## src/rtl/core/ppt_pkg.sv

```systemverilog
// Shared types, constants and the output rounding function for the projective
// point transform core. No dependencies.
package ppt_pkg;

  localparam int CoordW  = 32;
  localparam int ProdW   = 64;
  localparam int QuoW    = 33;              // quotient bits: Q16.17 before rounding
  localparam int NumCell = QuoW;            // one division cell per quotient bit
  localparam int CfgIdxW = 4;

  localparam logic signed [ProdW-1:0] OneQ38 = 64'sd1 <<< 38;
  localparam logic signed [CoordW-1:0] SatMax = 32'sh7fffffff;
  localparam logic signed [CoordW-1:0] SatMin = 32'sh80000000;
  localparam logic signed [CoordW-1:0] CoefOne = 32'sh01000000;  // 1.0 in Q8.24

  // Register indexes of the configuration port
  typedef enum logic [CfgIdxW-1:0] {
    REG_COEF_XX = 4'd0,
    REG_COEF_XY = 4'd1,
    REG_COEF_XT = 4'd2,
    REG_COEF_YX = 4'd3,
    REG_COEF_YY = 4'd4,
    REG_COEF_YT = 4'd5,
    REG_COEF_WX = 4'd6,
    REG_COEF_WY = 4'd7
  } cfg_reg_t;

  typedef struct packed {
    logic signed [CoordW-1:0] point_x;
    logic signed [CoordW-1:0] point_y;
  } point_in_t;

  typedef struct packed {
    logic signed [CoordW-1:0] warped_x;
    logic signed [CoordW-1:0] warped_y;
    logic signed [CoordW-1:0] inv_w;
    logic                     w_zero;
    logic                     clipped;
  } point_out_t;

  typedef struct packed {
    logic signed [CoordW-1:0] xx;
    logic signed [CoordW-1:0] xy;
    logic signed [CoordW-1:0] xt;
    logic signed [CoordW-1:0] yx;
    logic signed [CoordW-1:0] yy;
    logic signed [CoordW-1:0] yt;
    logic signed [CoordW-1:0] wx;
    logic signed [CoordW-1:0] wy;
  } coef_t;

  // One division lane: partial remainder, numerator bits still to shift in,
  // quotient collected so far, and the sign/overflow of the final result
  typedef struct packed {
    logic [ProdW-1:0] rem;
    logic [QuoW-1:0]  frac;
    logic [QuoW-1:0]  quo;
    logic             neg;
    logic             ovf;
    logic             num_neg;
  } div_lane_t;

  // Everything carried along the divider chain for one point
  typedef struct packed {
    div_lane_t        lx;
    div_lane_t        ly;
    div_lane_t        lw;
    logic [ProdW-1:0] den;
    logic             w_zero;
  } div_item_t;

  typedef struct packed {
    logic signed [CoordW-1:0] value;
    logic                     clip;
  } sat_res_t;

  // Round Q16.17 quotient to Q16.16 (ties away from zero), apply sign, saturate
  function automatic sat_res_t round_sat(div_lane_t lane);
    sat_res_t       res;
    logic [QuoW:0]  sum;
    logic [QuoW-1:0] m;
    sum = {1'b0, lane.quo} + {{QuoW{1'b0}}, 1'b1};
    m   = sum[QuoW:1];
    res.clip  = 1'b0;
    res.value = SatMax;
    if (lane.ovf) begin
      res.clip  = 1'b1;
      res.value = lane.neg ? SatMin : SatMax;
    end else if (!lane.neg) begin
      if (m[QuoW-1] | m[QuoW-2]) begin
        res.clip  = 1'b1;
        res.value = SatMax;
      end else begin
        res.value = signed'(m[CoordW-1:0]);
      end
    end else begin
      if (m[QuoW-1] | (m[QuoW-2] & (|m[QuoW-3:0]))) begin
        res.clip  = 1'b1;
        res.value = SatMin;
      end else if (m[QuoW-2]) begin
        res.value = SatMin;
      end else begin
        res.value = signed'(-m[CoordW-1:0]);
      end
    end
    return res;
  endfunction

endpackage

```

## src/rtl/core/ppt_back.sv

```systemverilog
// Back end: rounding, saturation, zero-w override and the output register.
// Depends on ppt_pkg.
module ppt_back (
  input  logic                clk,
  input  logic                rst,
  input  logic                up_valid,
  output logic                up_ready,
  input  ppt_pkg::div_item_t  up_data,
  output logic                out_valid,
  input  logic                out_ready,
  output ppt_pkg::point_out_t out_data
);

  logic                v;
  ppt_pkg::point_out_t res;
  ppt_pkg::point_out_t res_next;
  ppt_pkg::sat_res_t   rx, ry, rw;

  assign up_ready  = !v || out_ready;
  assign out_valid = v;
  assign out_data  = res;

  // Final result, with zero w forcing saturated values
  always_comb begin
    rx = ppt_pkg::round_sat(up_data.lx);
    ry = ppt_pkg::round_sat(up_data.ly);
    rw = ppt_pkg::round_sat(up_data.lw);
    if (up_data.w_zero) begin
      res_next.warped_x = up_data.lx.num_neg ? ppt_pkg::SatMin : ppt_pkg::SatMax;
      res_next.warped_y = up_data.ly.num_neg ? ppt_pkg::SatMin : ppt_pkg::SatMax;
      res_next.inv_w    = ppt_pkg::SatMax;
      res_next.w_zero   = 1'b1;
      res_next.clipped  = 1'b1;
    end else begin
      res_next.warped_x = rx.value;
      res_next.warped_y = ry.value;
      res_next.inv_w    = rw.value;
      res_next.w_zero   = 1'b0;
      res_next.clipped  = rx.clip | ry.clip | rw.clip;
    end
  end

  always_ff @(posedge clk) begin
    if (rst) begin
      v <= 1'b0;
    end else if (up_ready) begin
      v <= up_valid;
    end
  end

  always_ff @(posedge clk) begin
    if (up_ready && up_valid) res <= res_next;
  end

endmodule

```

## config.mk

```make
export PLATFORM = sky130hd
export DESIGN_NAME = ppt_back
export DESIGN_NICKNAME = d
export VERILOG_FILES = /design/src/rtl/core/ppt_pkg.sv /design/src/rtl/core/ppt_back.sv
export SDC_FILE = /design/constraint.sdc
export NUM_CORES = 1
export LEC_CHECK = 0
export BUFFER_PORTS_ARGS = -buffer_cell sky130_fd_sc_hd__buf_2
export CAP_MARGIN = 15
export CORE_AREA = 2 2 222 224
export CTS_CLUSTER_SIZE = 10
export DETAILED_ROUTE_END_ITERATION = 16
export DIE_AREA = 0 0 224 226
export SYNTH_ARGS = -nofsm -noshare
export SYNTH_HDL_FRONTEND = slang
export SYNTH_SLANG_ARGS = --single-unit
```

## constraint.sdc

```tcl
create_clock -name clk -period 8.68 [get_ports clk]
set_input_delay 2.604 -clock clk [delete_from_list [all_inputs] [get_ports clk]]
set_output_delay 2.604 -clock clk [all_outputs]
set_load 0.05 [all_outputs]
```

Word-level counts from Yosys, hierarchy flattened. Cells that the tools add are included.

Register bits after elaboration: 99. Word-level logic and storage cells: 56.

Add/subtract/negate cells: 6. Mux-type cells: 27. Bitwise gates (word level): 11. Reduce and logical (&&, ||, !) cells: 6.

Operator list (count): 32-bit two-way mux (14); 33-bit two-way mux (6); 33-bit by 1-bit adder with 34-bit output, second input constant (3); 98-bit two-way mux (1); 32-bit negator (3); 31-bit OR reduction (3); 1-bit OR (8); 1-bit two-way mux (6); 1-bit AND (3); 1-bit logical AND (1); 1-bit logical NOT (1); 1-bit logical OR (1).

Depth between registers and ports, before layout.
Depth in word-level cells: 10. Mapped depth: 12. Depth with buffers taken out: 11.

Worst setup path before layout. Ideal clock, no wire load.

Kind: input-to-reg. Start point: in out_ready. End point: reg res (netlist bit out_data[0]), enable pin. Setup time: 467 ps. Arrival time: 5413 ps. Slack: 2799 ps. Stages on the path: 2. Path buffers: 0. Cell sequence: nand2b_1 and2_1.

Longest elaborated chain between the ends: 2.

Ends and longest elaborated chain: start: declaration (RTL line ppt_back.sv:10) `input logic out_ready,`; 1-bit logical OR (RTL line ppt_back.sv:19) `assign up_ready = !v || out_ready;`; 1-bit logical AND (RTL line ppt_back.sv:52) `if (up_ready && up_valid) res <= res_next;`; end signal: assignment (RTL line ppt_back.sv:52); end: declaration (RTL line ppt_back.sv:15) `ppt_pkg::point_out_t res;`.

Every way passes these cells. A chain may end at the register's enable or synchronous reset.

==> out/metrics.cfg <==
[status]
outcome=complete, no violations

[timing]
setup_violations=0
skew_ns=0.0105
tns_ns=0
min_period_ns=6.37
hold_viol=0
tightest_slew_ns=1.15
fin_crit_sh_pct=73.4
rsz0062_at_grt=false
timing.fmax_mhz=157
finalMaxSlewViolations=0
relSlewSlack_pct=23.5

[floorplanning]
core.rowCount=81
dieWidth_um=224
core-area_um2=48300
pin_count=568
die_h_um=226
dieArea_um2=50600
start_util_pct=22.5

[grt]
grt_pass1_wl_mm=62.1
grt.total_usage_pct=15.7
grt_pass1_vias=10774
grt_max_degree=66
antenna_found_initial=7
grt_overflow_total=0

[clock_tree]
cts_tree=done
htree_levels=3
cts_buffer_depth=2
cts_root_buf=clkbuf_16
cts_hold_buf=0
clk_pin_slew_ns=0.07
post_cts_resized=0
cts_sinks=99
postCtsSetupBuffers=0
insertion_delay_ns=0.39
cts_made_buffers=9

[place]
port_buffers=211
placed_cell_area_um2=12300
dp.cells=2122
place_congestion=0.920
hpwl_mm=31.5

[critical_path]
setup.worst_path.start_class=input port
timing.rr.start=out_valid
crit_type=input port to flip-flop
crit_path_end_kind=flip-flop
r2r_slack_ns=6.37
reg2reg_to=out_data[31]
timing.critical_path.required_ns=8.77
reg2regPathDepth=3
crit_fanout=7
arrival_ns=6.46

[detailed_routing]
post_drt_via_cell_ratio=5.47
drt_pre_antenna_iters=5
detailroute.via_count=11731
drc_errors=0
ant_nets=0
drt_iter0_markers=1172
totalWireLength_mm=40.8
wl_per_cell_um=19.0

[synth]
yosysUniqueCellTypes=102
seq_area_frac_synth_pct=27.3
synthSimpleGateAreaFrac_pct=34.0
ys_async_sr_fraction_pct=0
ys_seq_elements=99
syn-cell-area_um2=10900
avgSynthCellArea_um2=7.94
syn_nets=1844
synth_xor_xnor_area_share_pct=7.81
synth_top_family_by_area=simple AND/OR/NAND/NOR gates
ys_warn_count=0
synth_compound_area_share_pct=22.3
synth-adder-area-share_pct=0.691
synth_mux_area_share_pct=2.54
synth_edf_count=98
synthFlopType=edfxtp_1
syn_inst=1370

[layout]
area_growth_syn_to_layout_pct=16.0
fin_area_um2=12600
layout.cells.non_filler=2144
drive_above_1_share_pct=19.9
multi_input_area_um2=7310
final_util_pct=26.1
fillers=5283
regArea_um2=2960
fin_nets=1985

[pwr]
p_leak_nw=4.15
ir_drop_uv=97.3
power.density_nw_per_um2=120

[run]
cap_violations=0

[hold_path]
min_to=out_valid
worstHoldStart=out_valid
hold_path_depth=2
min_path_type=flip-flop to flip-flop

-- flip-flops by register name (all words and copies together), names as in the netlist --
name and cells:
out_data 98, out_valid 1
-- synth_stat cells, drive strengths merged (7+ instances only) --
library cell	count	area share [%]
inv	18	0.62
a21oi	79	3.6
clkbuf	65	2.6
o21ai	96	4.4
xnor2	59	4.8
a31oi	36	2.1
o31a	9	0.74
xor2	38	3.1
nor3b	8	0.55
nor2	99	3.4
or2	7	0.40
a211oi	16	1.2
and2	24	1.4
nand3	93	4.5
nand3b	7	0.48
and3	29	1.7
a311oi	7	0.62
nor3	54	2.6
buf	28	1.5
or3	29	1.8
edfxtp	98	27
o21a	7	0.48
mux2i	22	2.0
or4	12	0.93
nand2	133	4.6
a21o	14	0.97
o31ai	17	1.3
nand4	61	3.8
o211ai	15	1.0
nand2b	9	0.52
and4	17	1.4
a22o	9	0.73
nor4	58	4.2
-- metrics by stage --
stage          power [mW]  hold slack [ns]  setup slack [ns]
4_1_cts              1.53            0.737              2.34
5_1_grt              1.58            0.737              2.07
2_1_floorplan       0.927             1.11              2.80
3_5_place_dp         1.07            0.726              1.91
6_report             1.51            0.649              2.31
3_3_place_gp         1.07            0.708              1.94
-- worst max path at each step --
stage	end	slack (ns)	from	depth (start not counted)
2_1_floorplan	out_data[0]	2.80	out_ready	2
3_5_place_dp	out_data[0]	1.91	up_data[334]	12
3_3_place_gp	out_data[0]	1.94	up_data[334]	12
6_report	out_data[92]	2.31	up_data[334]	12
4_1_cts	out_data[0]	2.34	up_data[334]	12
5_1_grt	out_data[0]	2.07	up_data[334]	12
-- power by group --
part	leakage [nW]	internal [mW]	switching [mW]
Combinational	3.08	0.132	0.354
Sequential	0.926	0.568	0.0102
Clock	0.145	0.228	0.216
-- logic make-up after synthesis --
group | after synthesis
XOR/XNOR | 97
adder cells (fa/ha/maj) | 6
AO/OA/AOI/OAI | 363
multiplexers | 27
AND/OR/NAND/NOR | 661
flip-flops | 99
buffers and inverters | 117
-- area by class of cell --
type	instances	share of cell area, %
antenna	6	0.119
clock buffer	10	1.82
timing repair buffer	225	9.20
sequential	99	23.5
multi-input combinational	1154	58.0
inverter	22	0.655
clock inverter	6	0.565
tap	622	6.17
-- layout by cell type, fill, tap and decap left out, types with 16 or more instances in the layout --
master	n
buf_2	211
nand2_1	131
nor2_1	99
edfxtp_1	98
o21ai_0	92
nand3_1	89
a21oi_1	79
xnor2_1	59
nand4_1	59
nor3_1	51
nor4_1	49
xor2_1	38
a31oi_1	36
and3_1	27
or3_1	26
mux2i_1	22
and2_1	20
inv_1	18
o31ai_1	16
-- worst max-delay path, stage by stage --
cell	delay, ns
buf_2	0.14
ha_1	0.30
xnor2_1	0.27
ha_1	0.28
nor3b_1	0.27
a22oi_1	0.13
or4_1	0.65
nor3_2	0.51
nand2_1	0.16
a2111oi_0	0.77
mux2i_1	0.26
o211ai_1	0.12
-- layer usage --
| metal | global-route usage (%) | part of all wire, % | wire (um) |
|---|---|---|---|
| met1 | 19.9 | 43 | 17500 |
| met2 | 26.2 | 48 | 19500 |
| met3 | 3.04 | 6.4 | 2630 |
| met4 | 6.24 | 2.6 | 1080 |
| met5 | 0 | 0.091 | 37 |
Note: power is estimated with default switching activity, not from simulation.
