### src/rtl/core/ppt_pkg.sv
// Shared types, constants and the output rounding function for the projective
// point transform core. No dependencies.
package ppt_pkg;

  localparam int CoordW  = 32;
  localparam int ProdW   = 64;
  localparam int QuoW    = 33;              // quotient bits: Q16.17 before rounding
  localparam int NumCell = QuoW;            // one division cell per quotient bit
  localparam int CfgIdxW = 4;

  localparam logic signed [ProdW-1:0] OneQ38 = 64'sd1 <<< 38;
  localparam logic signed [CoordW-1:0] SatMax = 32'sh7fffffff;
  localparam logic signed [CoordW-1:0] SatMin = 32'sh80000000;
  localparam logic signed [CoordW-1:0] CoefOne = 32'sh01000000;  // 1.0 in Q8.24

  // Register indexes of the configuration port
  typedef enum logic [CfgIdxW-1:0] {
    REG_COEF_XX = 4'd0,
    REG_COEF_XY = 4'd1,
    REG_COEF_XT = 4'd2,
    REG_COEF_YX = 4'd3,
    REG_COEF_YY = 4'd4,
    REG_COEF_YT = 4'd5,
    REG_COEF_WX = 4'd6,
    REG_COEF_WY = 4'd7
  } cfg_reg_t;

  typedef struct packed {
    logic signed [CoordW-1:0] point_x;
    logic signed [CoordW-1:0] point_y;
  } point_in_t;

  typedef struct packed {
    logic signed [CoordW-1:0] warped_x;
    logic signed [CoordW-1:0] warped_y;
    logic signed [CoordW-1:0] inv_w;
    logic                     w_zero;
    logic                     clipped;
  } point_out_t;

  typedef struct packed {
    logic signed [CoordW-1:0] xx;
    logic signed [CoordW-1:0] xy;
    logic signed [CoordW-1:0] xt;
    logic signed [CoordW-1:0] yx;
    logic signed [CoordW-1:0] yy;
    logic signed [CoordW-1:0] yt;
    logic signed [CoordW-1:0] wx;
    logic signed [CoordW-1:0] wy;
  } coef_t;

  // One division lane: partial remainder, numerator bits still to shift in,
  // quotient collected so far, and the sign/overflow of the final result
  typedef struct packed {
    logic [ProdW-1:0] rem;
    logic [QuoW-1:0]  frac;
    logic [QuoW-1:0]  quo;
    logic             neg;
    logic             ovf;
    logic             num_neg;
  } div_lane_t;

  // Everything carried along the divider chain for one point
  typedef struct packed {
    div_lane_t        lx;
    div_lane_t        ly;
    div_lane_t        lw;
    logic [ProdW-1:0] den;
    logic             w_zero;
  } div_item_t;

  typedef struct packed {
    logic signed [CoordW-1:0] value;
    logic                     clip;
  } sat_res_t;

  // Round Q16.17 quotient to Q16.16 (ties away from zero), apply sign, saturate
  function automatic sat_res_t round_sat(div_lane_t lane);
    sat_res_t       res;
    logic [QuoW:0]  sum;
    logic [QuoW-1:0] m;
    sum = {1'b0, lane.quo} + {{QuoW{1'b0}}, 1'b1};
    m   = sum[QuoW:1];
    res.clip  = 1'b0;
    res.value = SatMax;
    if (lane.ovf) begin
      res.clip  = 1'b1;
      res.value = lane.neg ? SatMin : SatMax;
    end else if (!lane.neg) begin
      if (m[QuoW-1] | m[QuoW-2]) begin
        res.clip  = 1'b1;
        res.value = SatMax;
      end else begin
        res.value = signed'(m[CoordW-1:0]);
      end
    end else begin
      if (m[QuoW-1] | (m[QuoW-2] & (|m[QuoW-3:0]))) begin
        res.clip  = 1'b1;
        res.value = SatMin;
      end else if (m[QuoW-2]) begin
        res.value = SatMin;
      end else begin
        res.value = signed'(-m[CoordW-1:0]);
      end
    end
    return res;
  endfunction

endpackage

### src/rtl/core/ppt_div_cell.sv
// One restoring-division cell: one quotient bit for each of three lanes.
// Depends on ppt_pkg.
module ppt_div_cell (
  input  logic               clk,
  input  logic               rst,
  input  logic               up_valid,
  output logic               up_ready,
  input  ppt_pkg::div_item_t up_data,
  output logic               dn_valid,
  input  logic               dn_ready,
  output ppt_pkg::div_item_t dn_data
);

  logic               v;
  ppt_pkg::div_item_t item;
  ppt_pkg::div_item_t item_next;

  function automatic ppt_pkg::div_lane_t step(ppt_pkg::div_lane_t l,
                                              logic [ppt_pkg::ProdW-1:0] den);
    ppt_pkg::div_lane_t o;
    logic [ppt_pkg::ProdW:0] t;
    logic [ppt_pkg::ProdW:0] diff;
    logic                    ge;
    t      = {l.rem, l.frac[ppt_pkg::QuoW-1]};
    diff   = t - {1'b0, den};
    ge     = t >= {1'b0, den};
    o      = l;
    o.rem  = ge ? diff[ppt_pkg::ProdW-1:0] : t[ppt_pkg::ProdW-1:0];
    o.frac = {l.frac[ppt_pkg::QuoW-2:0], 1'b0};
    o.quo  = {l.quo[ppt_pkg::QuoW-2:0], ge};
    return o;
  endfunction

  assign up_ready = !v || dn_ready;
  assign dn_valid = v;
  assign dn_data  = item;

  always_comb begin
    item_next    = up_data;
    item_next.lx = step(up_data.lx, up_data.den);
    item_next.ly = step(up_data.ly, up_data.den);
    item_next.lw = step(up_data.lw, up_data.den);
  end

  always_ff @(posedge clk) begin
    if (rst) begin
      v <= 1'b0;
    end else if (up_ready) begin
      v <= up_valid;
    end
  end

  always_ff @(posedge clk) begin
    if (up_ready && up_valid) item <= item_next;
  end

endmodule

### config.mk
export PLATFORM = sky130hd
export DESIGN_NAME = ppt_div_cell
export DESIGN_NICKNAME = d
export VERILOG_FILES = /design/src/rtl/core/ppt_pkg.sv /design/src/rtl/core/ppt_div_cell.sv
export SDC_FILE = /design/constraint.sdc
export NUM_CORES = 1
export LEC_CHECK = 0
export BUFFER_PORTS_ARGS = -buffer_cell sky130_fd_sc_hd__buf_2
export CORE_AREA = 2 2 362 364
export DETAILED_ROUTE_END_ITERATION = 10
export DIE_AREA = 0 0 364 366
export SLEW_MARGIN = 25
export SYNTH_ARGS = -nofsm -noshare
export SYNTH_HDL_FRONTEND = slang
export SYNTH_SLANG_ARGS = --single-unit
### constraint.sdc
create_clock -name clk -period 28.7 [get_ports clk]
set_clock_uncertainty 0.1 [all_clocks]
set_input_delay 5.74 -clock clk [delete_from_list [all_inputs] [get_ports clk]]
set_output_delay 5.74 -clock clk [all_outputs]
set_load 0.02 [all_outputs]
# Word-level counts from Yosys, hierarchy flattened
# Index checks and enable logic that the tools add are counted.
word_totals:
  ff_bits: 462
  inputBits: 468
classes:
  n_lt_le_gt_ge: 3
  reduce_logical: 3
  add_sub_neg: 3
  n_mux: 3
op_table:
  columns: ["op", "n"]
  rows:
  - ["65-bit by 64-bit greater-or-equal comparator with 1-bit output", 3]
  - ["64-bit two-way mux", 3]
  - ["64-bit subtractor", 3]
  - ["1-bit logical AND", 1]
  - ["1-bit logical NOT", 1]
  - ["1-bit logical OR", 1]

# Longest topological paths before layout
# Gate-level depths: netlist (run 1).
logic_depth:
  ltp_word: 3
  ltp_mapped: 16
  mapped_depth_nobuf: 13

# Least setup slack after synthesis (run 1)
# No wires, ideal clock.
synth_path:
  kind: "input-to-reg"
  start: "input dn_ready"
  end: "register item (netlist bit dn_data[0]), enable pin"
  setup_slack_ps: 11271
  arrival_ps: 16446
  t_required_ps: 27717
  setup_time_ps: 883
  path_stages: 2
  cell_sequence: "nand2b_1 -> and2_1"
synth_between:
  elab_chain_cells: 2
synth_lines:
  columns: ["item", "line", "source"]
  rows:
  - ["start, declared", "ppt_div_cell.sv:10", "input logic dn_ready,"]
  - ["1-bit logical OR", "ppt_div_cell.sv:34", "assign up_ready = !v || dn_ready;"]
  - ["1-bit logical AND", "ppt_div_cell.sv:54", "if (up_ready && up_valid) item <= item_next;"]
  - ["end signal, assigned", "ppt_div_cell.sv:54", null]
  - ["end, declared", "ppt_div_cell.sv:15", "ppt_pkg::div_item_t item;"]
# Every way passes these cells.
# A chain may end at the register's enable or synchronous reset.

# Worst setup path after layout (run 1)
layout_path:
  start: "input dn_ready"
  end: "output up_ready"
layout_between:
  elab_chain_cells: 1
layout_lines:
  columns: ["item", "line", "source"]
  rows:
  - ["1-bit logical OR", "ppt_div_cell.sv:34", null]
  - ["end, declared", "ppt_div_cell.sv:7", "output logic up_ready,"]
# Every way passes these cells.

==> out/metrics.cfg, run 1 <==
[pwr]
p_sw_mw = 0.758
p_seq_share_pct = 38.3
p_comb_share_pct = 27.2
p_per_area_nw_per_um2 = 60.5
cellInternalPower_mw = 1.45
ir_drop_v = 0.0000487
cellLeakagePower_nw = 15.0
clockPowerShare_pct = 34.5
finalPower_mw = 2.21
switching_share_pct = 34.3

[synth]
ys_top_cells_by_count = edfxtp_1, nand2_1, a21oi_1, o21ai_0, ha_1
yosys_warnings = 0
syn_area_per_cell_um2 = 10.4
synth_most_common_cell = edfxtp_1
synth_seq_area_share_pct = 49.5
synth_cells = 2693
ys_ff_latch = 462
synth_top_area_share_pct = 49.4
yosys.area.top_type = edfxtp_1
synth_async_sr_flop_share_pct = 0
synth_edf_count = 461
syn_area_um2 = 28000
ys_top_cells_by_area = edfxtp_1, ha_1, a21oi_1
synth_cell_types = 98
ys.flop_type = edfxtp_1

[timing]
rsz0062_at_grt = no
final-hold-violation-count = 0
worst_slew_pin_slew_ns = 1.02
tns_ns = 0
fin_ws_ns = 16.71
slew_headroom_pct = 32.1
fin_crit_ns = 11.99
max_freq_ghz = 0.0834
post-route-period-util_pct = 41.8
setup_viol = 0
slew_violations = 0

[finish]
final_area_um2 = 36500
fill_cells = 13700
regArea_um2 = 13900
area_growth_pct = 30.3
fin_util_pct = 28.3
layout.nets = 4245
multiInputGateArea_um2 = 13200
drive_above_1_share_pct = 30.2

[place]
placed_cell_area_um2 = 34400
dp_slack_ns = 16.71
place.gp.congestion = 0.934
io_buffers = 927
post-dp-hpwl_um = 122000

[critical_path]
path_cells = buf_2 -> nand2b_1 -> buf_2
cp_slowest_cell = buf_2
crit_top_cell = buf_2
cp_top_family = buffers and inverters
crit_fanout = 3
critPathLaunchType = input port
r2r-end = dn_data[200]$_DFFE_PP_
crit_arrival_ns = 6.15
critPathMaxStageDelay_ns = 0.17
crit_buf_inv = 2
rr_startpoint = dn_valid$_SDFFE_PP0N_
crit_end = up_ready
rrSetupSlack_ns = 24.31
cp.depth = 3
critPathCaptureType = primary output
rr_worst_depth = 6
cp-startpoint = dn_ready
worstPathRequired_ns = 22.86
worstSetupPathType = in -> out

[global_routing]
grt_pass1_vias = 25100
overflow = 0
grt_start_max_net_pins = 82
track_usage_pct = 20.6
antenna_found_initial = 131
grt_pass1_wl_um = 194000

[job]
drv_cap = 0

[hold_path]
hold_class = reg -> reg
hold_start = dn_valid$_SDFFE_PP0N_

[cts]
path_clk_slew_ns = 0.06
clk_latency_ns = 0.68
cts_setup_buffers = 0
cts_resized = 0
cts_sinks = 462
clockRootBuffer = clkbuf_16
cts_buffers = 60
postCtsHoldBufs = 0
cts_tree = done
cts-htree-levels = 2
cts_buffer_depth = 3

[status]
run_status = completed

[die]
io_pins = 934
die_h_um = 366
fp.dieW_um = 364
core_area_um2 = 129000
rows = 132
initial_core_util_pct = 21.7
die-area_um2 = 133000

[detailed_routing]
drtIter0Drc = 2012
vias = 25800
ant_nets = 0
wl_met1_um = 55700
vias_per_cell = 4.76
detailedRoute.firstPassIterationCount = 5
top_layer = met5
route.met2.wl_um = 71100
wl_met3_um = 10900
wl_per_cell_um = 26.5
drt-total-wl_um = 143000
drc = 0

[layout by cell type (no fill, tap or decap), drive strengths merged, types with 7 or more instances in the layout]
| cell type | count |
|---|---|
| buf | 946 |
| edfxtp | 461 |
| a21oi | 293 |
| nand2 | 291 |
| o21ai | 230 |
| ha | 192 |
| nor2 | 183 |
| inv | 126 |
| xnor2 | 108 |
| a21o | 78 |
| xor2 | 69 |
| nand4 | 67 |
| clkbuf | 67 |
| o21bai | 51 |
| nand3 | 48 |
| diode | 39 |
| o21a | 37 |
| nor3 | 36 |
| clkinv | 27 |
| a31oi | 25 |
| mux2 | 22 |
| o31ai | 21 |
| a211oi | 19 |
| o211ai | 19 |
| nand2b | 18 |
| nor2b | 15 |
| and3 | 15 |
| a21boi | 12 |
| clkinvlp | 10 |
| or3 | 9 |
| o221ai | 9 |
| and4 | 8 |
| and2 | 8 |
| a221oi | 8 |
| nor4 | 7 |
| or2 | 7 |
| a2111oi | 7 |
[worst min-delay path: cells and delay by family, from the launching register on]
kind,cells,cell delay (ns)
flops,1,0.31
compound gates,1,0.07
simple gates,1,0.10
[final cells by class]
cell class	instances	area share, %
well taps	1742	5.97
clock inverters	44	1.10
clock buffers	67	4.24
diodes	39	0.267
repair buffers	946	13.1
inverters	123	1.27
flip-flops and latches	462	38.0
multi-input cells	1989	36.1
[worst min path at each step]
stage	to	slack (ns)	cells after the start
floorplan	dn_valid$_SDFFE_PP0N_	0.63	2
global placement	dn_valid$_SDFFE_PP0N_	0.41	2
CTS	dn_valid$_SDFFE_PP0N_	0.43	2
detailed placement	dn_valid$_SDFFE_PP0N_	0.42	2
finish	dn_valid$_SDFFE_PP0N_	0.43	2
global route	dn_valid$_SDFFE_PP0N_	0.48	2
[through the flow]
step           hold WS [ns]  std cells
3_5_place_dp          0.419       5262
5_1_grt               0.481       5393
2_1_floorplan         0.629       2695
3_3_place_gp          0.412       5262
6_report              0.425       5412
4_1_cts               0.428       5373
[power groups by stage]
| stage | combinational, mW | clock, mW | sequential (mW) |
|---|---|---|---|
| 6_report | 0.601 | 0.761 | 0.846 |
| 5_1_grt | 0.650 | 0.809 | 0.851 |
| 4_1_cts | 0.603 | 0.784 | 0.847 |
| 3_5_place_dp | 0.599 | 0 | 0.860 |
| 3_3_place_gp | 0.598 | 0 | 0.861 |
| 2_1_floorplan | 0.289 | 0 | 0.948 |
[flip-flops by register name, summed over array words and instances, names as in the netlist]
signal / cells
dn_data: 461
dn_valid: 1
[routing by layer]
metal / vias to the layer above / GRT usage [%]
met2: 1154 / 36.6
met3: 337 / 5.19
met1: 12400 / 23.7
met5: - / 0
met4: 20 / 7.76
li1: 11900 / -
[logic make-up (layout without fill, tap and decap cells)]
logic type,Yosys count,after routing,share of synthesized area [%]
fa+ha+maj,195,195,8.79
xor+xnor,177,177,5.54
simple gates,727,727,11.9
compound gates,864,864,19.7
flops,462,462,49.5
buf+inv,244,1180,3.62
other cells,1,42,0.0134
mux,23,23,0.921
(Power assumes the default switching activity.)
==> run 2, diff against run 1 <==
Clock period 28.7 ns to 10.5 ns, I/O delays scaled along.
==> out/metrics.cfg, run 2 (same netlist as run 1, synthesis figures left out) <==
[cts]
postCtsHoldBufs = 0  ; unchanged
path_clk_slew_ns = 0.06  ; about the same
cts_setup_buffers = 0  ; unchanged
cts_buffer_depth = 3  ; unchanged
cts_tree = done  ; unchanged
clockRootBuffer = clkbuf_16  ; unchanged
cts_buffers = 60  ; unchanged
clk_latency_ns = 0.65  ; was 0.68 ns
cts_resized = 0  ; unchanged
cts_sinks = 462  ; unchanged
cts-htree-levels = 2  ; unchanged

[finish]
instances_no_fill = 5394  ; was 5412
fill_cells = 13700  ; about the same
drive_above_1_share_pct = 30.2  ; about the same
area_growth_pct = 30.7  ; was 30.3%
layout_common_cells = buf_2, edfxtp_1, nand2_1  ; unchanged
fin_util_pct = 28.4  ; was 28.3%
mostFrequentLayoutCell = buf_2  ; unchanged
layout.nets = 4241  ; was 4245
largest_reg_flops = 461  ; unchanged

[die]
core_area_um2 = 129000  ; unchanged
rows = 132  ; unchanged
fp.dieW_um = 364  ; unchanged
initial_core_util_pct = 21.7  ; unchanged
die_h_um = 366  ; unchanged
die-area_um2 = 133000  ; unchanged
io_pins = 934  ; unchanged

[timing]
slew_violations = 0  ; unchanged
worst_slew_pin_slew_ns = 1.05  ; was 1.02 ns
tns_ns = 0  ; unchanged
slew_headroom_pct = 30.3  ; was 32.1%
setup_viol = 0  ; unchanged
post-route-period-util_pct = 57.2
final-hold-violation-count = 0  ; unchanged
rsz0062_at_grt = no  ; unchanged
fin_crit_ns = 6.01
max_freq_ghz = 0.166

[critical_path]
cp.depth = 13  ; was 3
rr_worst_depth = 4  ; was 6
r2r-end = dn_data[386]$_DFFE_PP_  ; was dn_data[200]$_DFFE_PP_
rr_startpoint = dn_valid$_SDFFE_PP0N_  ; unchanged
crit_arrival_ns = 6.27  ; was 6.15 ns
worstPathRequired_ns = 10.77  ; was 22.86 ns
critPathLaunchType = input port  ; unchanged
rrSetupSlack_ns = 7.31  ; was 24.31 ns
critPathMaxStageDelay_ns = 0.85  ; was 0.17 ns
cp-startpoint = up_data[2]  ; was dn_ready
critPathCaptureType = flip-flop  ; was primary output
cp_top_family = compound AO/OA/AOI/OAI gates  ; was buffers and inverters
crit_buf_inv = 2  ; unchanged
crit_top_cell = o21ai_0  ; was buf_2
cp_slowest_cell = a221oi_1  ; was buf_2
crit_fanout = 5  ; was 3
worstSetupPathType = in -> reg  ; was in -> out
path_cells = buf_2 -> inv_1 -> ha_1 -> nand2b_1 -> a21oi_1 -> o31ai_1 -> o21bai_1 -> a21oi_1 -> o21ai_0 -> a221oi_1 -> o21ai_0 -> xnor2_1 -> o21ai_0  ; was buf_2 -> nand2b_1 -> buf_2

[pwr]
ir_drop_v = 0.000131  ; was 0.0000487 V
cellLeakagePower_nw = 15.1  ; was 15.0 nW
p_per_area_nw_per_um2 = 168  ; was 60.5 nW/um^2

[detailed_routing]
drtIter0Drc = 2028  ; was 2012
ant_nets = 0  ; unchanged
wl_per_cell_um = 26.5  ; about the same
top_layer = met5  ; unchanged
wl_met1_um = 56000  ; was 55700 um
vias = 25700  ; was 25800
detailedRoute.firstPassIterationCount = 5  ; unchanged
drc = 0  ; unchanged
drt-total-wl_um = 143000  ; about the same
route.met2.wl_um = 71600  ; was 71100 um
vias_per_cell = 4.76  ; about the same
wl_met3_um = 10400  ; was 10900 um

[place]
place.gp.congestion = 0.941  ; was 0.934
io_buffers = 927  ; unchanged
post-dp-hpwl_um = 122000  ; about the same
placed_cells = 5258  ; was 5262

[hold_path]
hold_class = reg -> reg  ; unchanged
whs_endpoint = dn_valid$_SDFFE_PP0N_  ; unchanged
holdPathStages = 2  ; unchanged
hold_start = dn_valid$_SDFFE_PP0N_  ; unchanged

[global_routing]
overflow = 0  ; unchanged
grt_pass1_wl_um = 193000  ; was 194000 um
grt_start_max_net_pins = 172  ; was 82
grt_pass1_vias = 24900  ; was 25100
track_usage_pct = 20.5  ; was 20.6%
antenna_found_initial = 132  ; was 131

[status]
run_status = completed  ; unchanged

[job]
drv_cap = 0  ; unchanged

## run 2: changes by cell type in the layout (fill, tap and decap cells not counted), sizes merged
cell / change
bufinv: +5
buf: -4
clkinvlp: +1
clkbuf: +1
diode: -14
clkinv: -7
## run 2: through the flow
| stage | hold WS [ns] | worst slack, ns | power, mW | area [um^2] |
|---|---|---|---|---|
| 2_1_floorplan | 0.629 | 1.90 | 3.36 | 28000 |
| 3_3_place_gp | 0.405 | 3.80 | 3.98 | 34500 |
| 3_5_place_dp | 0.419 | 3.71 | 3.99 | 34500 |
| 4_1_cts | 0.432 | 4.42 | 6.22 | 36500 |
| 5_1_grt | 0.478 | 4.26 | 6.42 | 36600 |
| 6_report | 0.437 | 4.49 | 6.13 | 36600 |
## run 2: final cells by class
| class | instances | area [um^2] | area share [%] |
|---|---|---|---|
| flip-flops and latches | 462 | 13900 | 37.9 |
| repair buffers | 942 | 4800 | 13.1 |
| multi-input cells | 1989 | 13200 | 36.0 |
| well taps | 1742 | 2180 | 5.96 |
| diodes | 25 | 62.6 | 0.171 |
| clock inverters | 43 | 536 | 1.46 |
| clock buffers | 68 | 1530 | 4.18 |
| inverters | 123 | 463 | 1.27 |
## run 2: report_power, final
group	internal (mW)	total (mW)	switching [mW]
Combinational	0.544	1.64	1.10
Sequential	2.26	2.31	0.0534
Clock	1.28	2.18	0.903
Total	4.08	6.13	2.05
## run 2: how the worst max path moves through the flow
| stage | endpoint | slack [ns] |
|---|---|---|
| finish | dn_data[455]$_DFFE_PP_ | 4.49 |
| global route | dn_data[153]$_DFFE_PP_ | 4.26 |
| CTS | dn_data[153]$_DFFE_PP_ | 4.42 |
| detailed placement | dn_data[153]$_DFFE_PP_ | 3.71 |
| global placement | dn_data[455]$_DFFE_PP_ | 3.80 |
| floorplan | dn_data[0]$_DFFE_PP_ | 1.90 |
## run 2: worst register-to-register path, stage by stage (launching register included)
cell and delay (ns):
dfxtp_1 0.31, nand2b_1 0.11, and2_4 0.58, buf_4 0.71, buf_12 0.75
## run 2: routing by layer
metal  track usage [%]  vias to the layer above
li1                  -                    11900
met1              23.8                    12300
met2              37.0                     1142
met3              5.18                      361
met4              5.87                       22
met5                 0                        -
